### src/design/bdec_pkg.sv
// Shared types, constants and the power-of-ten table for the decimal ASCII converter.
`default_nettype none

package bdec_pkg;

  localparam int unsigned NumDigits = 10;
  localparam int unsigned ValueW    = 32;
  localparam int unsigned DigitW    = 4;
  localparam int unsigned CharW     = 6;
  localparam int unsigned CntW      = 4;
  // 9 * 10^9 needs 34 bits; keep a margin so every multiple compares unsigned.
  localparam int unsigned MultW     = 36;
  localparam int unsigned DigsW     = NumDigits * DigitW;

  localparam logic [CharW-1:0] AsciiZero = 6'd48;

  // Multiples 1*P .. 9*P of the power of ten that one cell handles.
  typedef logic [8:0][MultW-1:0] bdec_row_t;

  // One item as it travels down the chain of digit cells.
  typedef struct packed {
    logic              valid;
    logic [ValueW-1:0] rest;
    logic              begun;
    logic [DigsW-1:0]  digs;   // emitted digits, newest in the low nibble
    logic [CntW-1:0]   cnt;    // number of emitted digits
  } bdec_item_t;

  // Evaluated at elaboration only: multiples of 10^(NumDigits-1-stage).
  function automatic bdec_row_t bdec_mult_row(input int unsigned stage);
    bdec_row_t        row;
    logic [MultW-1:0] p;
    p = MultW'(1);
    for (int unsigned i = 0; i < NumDigits - 1 - stage; i++) begin
      p = p * MultW'(10);
    end
    for (int unsigned j = 1; j <= 9; j++) begin
      row[j-1] = p * MultW'(j);
    end
    return row;
  endfunction

endpackage

`default_nettype wire

### src/design/bdec_emit.sv
// Output stage: sends the digits of one item as ASCII characters, one per cycle.
`default_nettype none

module bdec_emit import bdec_pkg::*; (
  input  wire logic       clk_i,
  input  wire logic       rst_ni,
  input  wire bdec_item_t item_i,
  output logic            ready_o,
  output logic            strobe_o,
  output logic [CharW-1:0] digit_char_o,
  output logic            last_digit_o
);

  logic [NumDigits-1:0][DigitW-1:0] dig_q;
  logic [CntW-1:0]                  cnt_q;
  logic [DigitW-1:0]                cur;

  // Take the next item while the last character of this one goes out.
  assign ready_o = (cnt_q <= CntW'(1));

  // Digits sit right-aligned: the most significant one is at cnt_q - 1.
  assign cur          = dig_q[cnt_q - CntW'(1)];
  assign strobe_o     = (cnt_q != '0);
  assign last_digit_o = (cnt_q == CntW'(1));
  assign digit_char_o = AsciiZero + {{(CharW-DigitW){1'b0}}, cur};

  always_ff @(posedge clk_i or negedge rst_ni) begin
    if (!rst_ni) begin
      cnt_q <= '0;
    end else if (ready_o && item_i.valid) begin
      cnt_q <= item_i.cnt;
    end else if (cnt_q != '0) begin
      cnt_q <= cnt_q - CntW'(1);
    end
  end

  always_ff @(posedge clk_i) begin
    if (ready_o && item_i.valid) begin
      dig_q <= item_i.digs;
    end
  end

endmodule

`default_nettype wire

### config.mk
export PLATFORM = sky130hd
export DESIGN_NAME = bdec_emit
export DESIGN_NICKNAME = d
export VERILOG_FILES = /design/src/design/bdec_pkg.sv /design/src/design/bdec_emit.sv
export SDC_FILE = /design/constraint.sdc
export NUM_CORES = 1
export LEC_CHECK = 0
export BUFFER_PORTS_ARGS = -buffer_cell sky130_fd_sc_hd__buf_2
export CAP_MARGIN = 15
export CORE_ASPECT_RATIO = 1.5
export CORE_UTILIZATION = 35
export DETAILED_ROUTE_END_ITERATION = 10
export GPL_ROUTABILITY_DRIVEN = 0
export HOLD_SLACK_MARGIN = 0.03
export PLACE_DENSITY_LB_ADDON = 0.2
export SETUP_SLACK_MARGIN = 0.15
export SLEW_MARGIN = 30
export SYNTH_ARGS = -nofsm -noshare
export SYNTH_HDL_FRONTEND = slang
export SYNTH_SLANG_ARGS = --single-unit
### constraint.sdc
create_clock -name clk_i -period 3.9 [get_ports clk_i]
set_input_delay 0.585 -clock clk_i [delete_from_list [all_inputs] [get_ports clk_i]]
set_output_delay 0.585 -clock clk_i [all_outputs]
set_load 0.02 [all_outputs]
==> reports/summary.txt <==
combinational share of power: 42.4%
period utilization: 78.6%
WL per Instance: 13.9 um
CTS resizes: 0
Reg area: 0.00130 mm2
Final Hold Fails: 0
most common cell after layout, fill and taps aside: buf_2
status: complete, no violations
Worst Path Arrival: 2480 ps
RSZ-0062 raised after global routing: false
total leakage power: 0.000917 uW
Worst Path Required: 3310 ps
most frequent cells in the layout: 53 x buf_2, 40 x edfxtp_1, 6 x mux4_2, 6 x nor2b_1
Hold Worst Slack: 84.1 ps
vias in the first global route: 1143
Worst Clk Skew: 2.77 ps
Skew-Pair Late Insertion Delay: 290 ps
GR Overflow Total: 0
Post-synth ARST share: 9.09%
fin. max-slew vios: 0
IO Pins: 89
clk buf depth: 2
root buffer selected by CTS: clkbuf_8
total track usage: 12.2%
chip height: 92.6 um
crit-path max FO: 10
number of setup buffers added after CTS: 0
antenna violations before repair: 0
HPWL Detailed: 2330 um
drt first-iter violations: 52
Max Fclk: 0.326 GHz
YS warnings: 0
Slew @ Worst Pin: 840 ps
ANT cells: 0
sequential area share after synthesis: 68.0%
crit start category: register
number of filler instances in the final layout: 495
Via-to-Cell Ratio: 4.65
global-route wire length before repair: 5170 um
Finished Core Util: 44.9%
routed wire length: 3270 um
switching share of power: 34.2%
Core ar.: 0.00520 mm2
Synth cell types: 36
Syn Std Cell Area: 0.00191 mm2
path type of the worst min-delay path: in -> async
CTS tree: built
power density over the cells: 751 mW/mm2
Max-slew headroom: 43.9%
DRC violations left: 0
layout cells sized above 1: 45.5%
number of enable flip-flop cells after synthesis: 40
Worst R2R Path Depth: 5
die width: 62.4 um
synthesis-to-finish area growth: 22.2%
cts hold-fix bufs: 0
CTS HTree Levels: 2
sequential power share: 38.4%
Antenna Nets Post-Route: 0
max cap viols: 0
largest net degree at the start of global routing: 43
Net count, final: 248
Num CTS Buffers: 5
critical path type: reg -> out
Post-Syn Instances: 111
net switching power: 600 uW
PortBufs: 53
final setup TNS: 0 ps
DR pass1 iterations: 4
clock sink count: 44
Clk pin slew, worst setup/hold paths: 80 ps
internal power: 1160 uW
crit end category: output port
#FFs+latches synth: 44
Rows: 32
min Tclk post-route: 3070 ps
Multi-input gate area: 549 um2
Starting Density: 36.8%
Clk pwr share: 19.1%
via count: 1093
r2r setup slk: 1280 ps
die area: 0.00577 mm2
setup violators final: 0
syn avg cell area: 17.2 um2
Peak VDD IR: 368 uV
reg-to-reg startpoint: cnt_q[0]
Most used DFF post-synth: edfxtp_1
RR Endpoint: cnt_q[1]
==> worst max path at each step <==
| stage | end | start | slack (ps) | cells after the start |
|---|---|---|---|---|
| after floorplan | digit_char_o[0] | cnt_q[0] | 1180 | 8 |
| after detailed placement | digit_char_o[0] | cnt_q[0] | 1080 | 6 |
| after CTS | digit_char_o[0] | cnt_q[0] | 750 | 6 |
| after global routing | digit_char_o[0] | cnt_q[0] | 620 | 6 |
| after global placement | digit_char_o[0] | cnt_q[0] | 1090 | 6 |
| final | digit_char_o[0] | cnt_q[0] | 830 | 6 |
==> cell usage after synthesis, types with 2 or more instances <==
cell type,n,share of area (%)
inv_1,5,0.98
ha_1,2,1.3
nor2_1,5,0.98
a211oi_1,2,0.78
a211o_1,4,1.8
nor2b_1,6,2.0
mux2_2,4,2.4
nor3_1,2,0.52
mux4_2,6,7.1
dfrtp_1,4,5.2
xnor2_1,2,0.92
buf_4,2,0.78
edfxtp_1,40,63
clkbuf_1,2,0.39
buf_2,2,0.52
mux4_1,2,2.7
o22ai_1,2,0.65
==> final cells by class <==
type / instances / area share [%]
flip-flops and latches: 44 / 55.6
multi-input cells: 55 / 23.5
repair buffers: 54 / 11.7
well taps: 68 / 3.64
clock buffers: 6 / 3.10
clock inverters: 2 / 1.50
inverters: 6 / 0.963
==> per-layer routing <==
layer | wire [um] | vias to the layer above | global-route usage (%)
met5 | 0 | - | 0
met4 | 65 | 0 | 6.59
met3 | 177 | 5 | 3.57
met2 | 1730 | 34 | 20.8
met1 | 1300 | 511 | 13.6
li1 | - | 543 | -
==> flip-flops by register name, summed over array words and instances (netlist names) <==
register and count:
dig_q 40, cnt_q 4
==> cells by family (layout without fill, tap and decap cells) <==
family          count (synthesis)  in the layout  share of synthesized area (%)
mux                            12             12                           12.2
simple gates                   20             20                           6.28
compound gates                 17             17                           7.65
xor+xnor                        2              2                          0.916
other cells                     1              2                          0.196
flops                          44             44                           68.0
buf+inv                        13             68                           3.47
fa+ha+maj                       2              2                           1.31
==> through the flow <==
stage / cell area [um2] / setup WS, ps / instances / total power, uW
after floorplan: 1920 / 1180 / 112 / 1250
after global placement: 2230 / 1090 / 227 / 1440
after detailed placement: 2230 / 1080 / 227 / 1450
after CTS: 2340 / 748 / 235 / 1790
after global routing: 2340 / 620 / 235 / 1870
final: 2340 / 833 / 235 / 1760
==> worst max-delay path, stage by stage (launching register included) <==
cell and delay (ps):
dfrtp_1 590, inv_1 80, ha_1 580, mux4_2 370, nor2b_1 140, a211o_1 270
buf_2 160
==> power by group through the flow <==
stage | logic [uW] | clock network (uW) | registers [uW]
3_3_place_gp | 753 | 0 | 683
4_1_cts | 768 | 344 | 678
3_5_place_dp | 765 | 0 | 689
6_report | 746 | 336 | 675
5_1_grt | 822 | 363 | 688
2_1_floorplan | 606 | 0 | 645
Power figures use the tool's default switching activity.
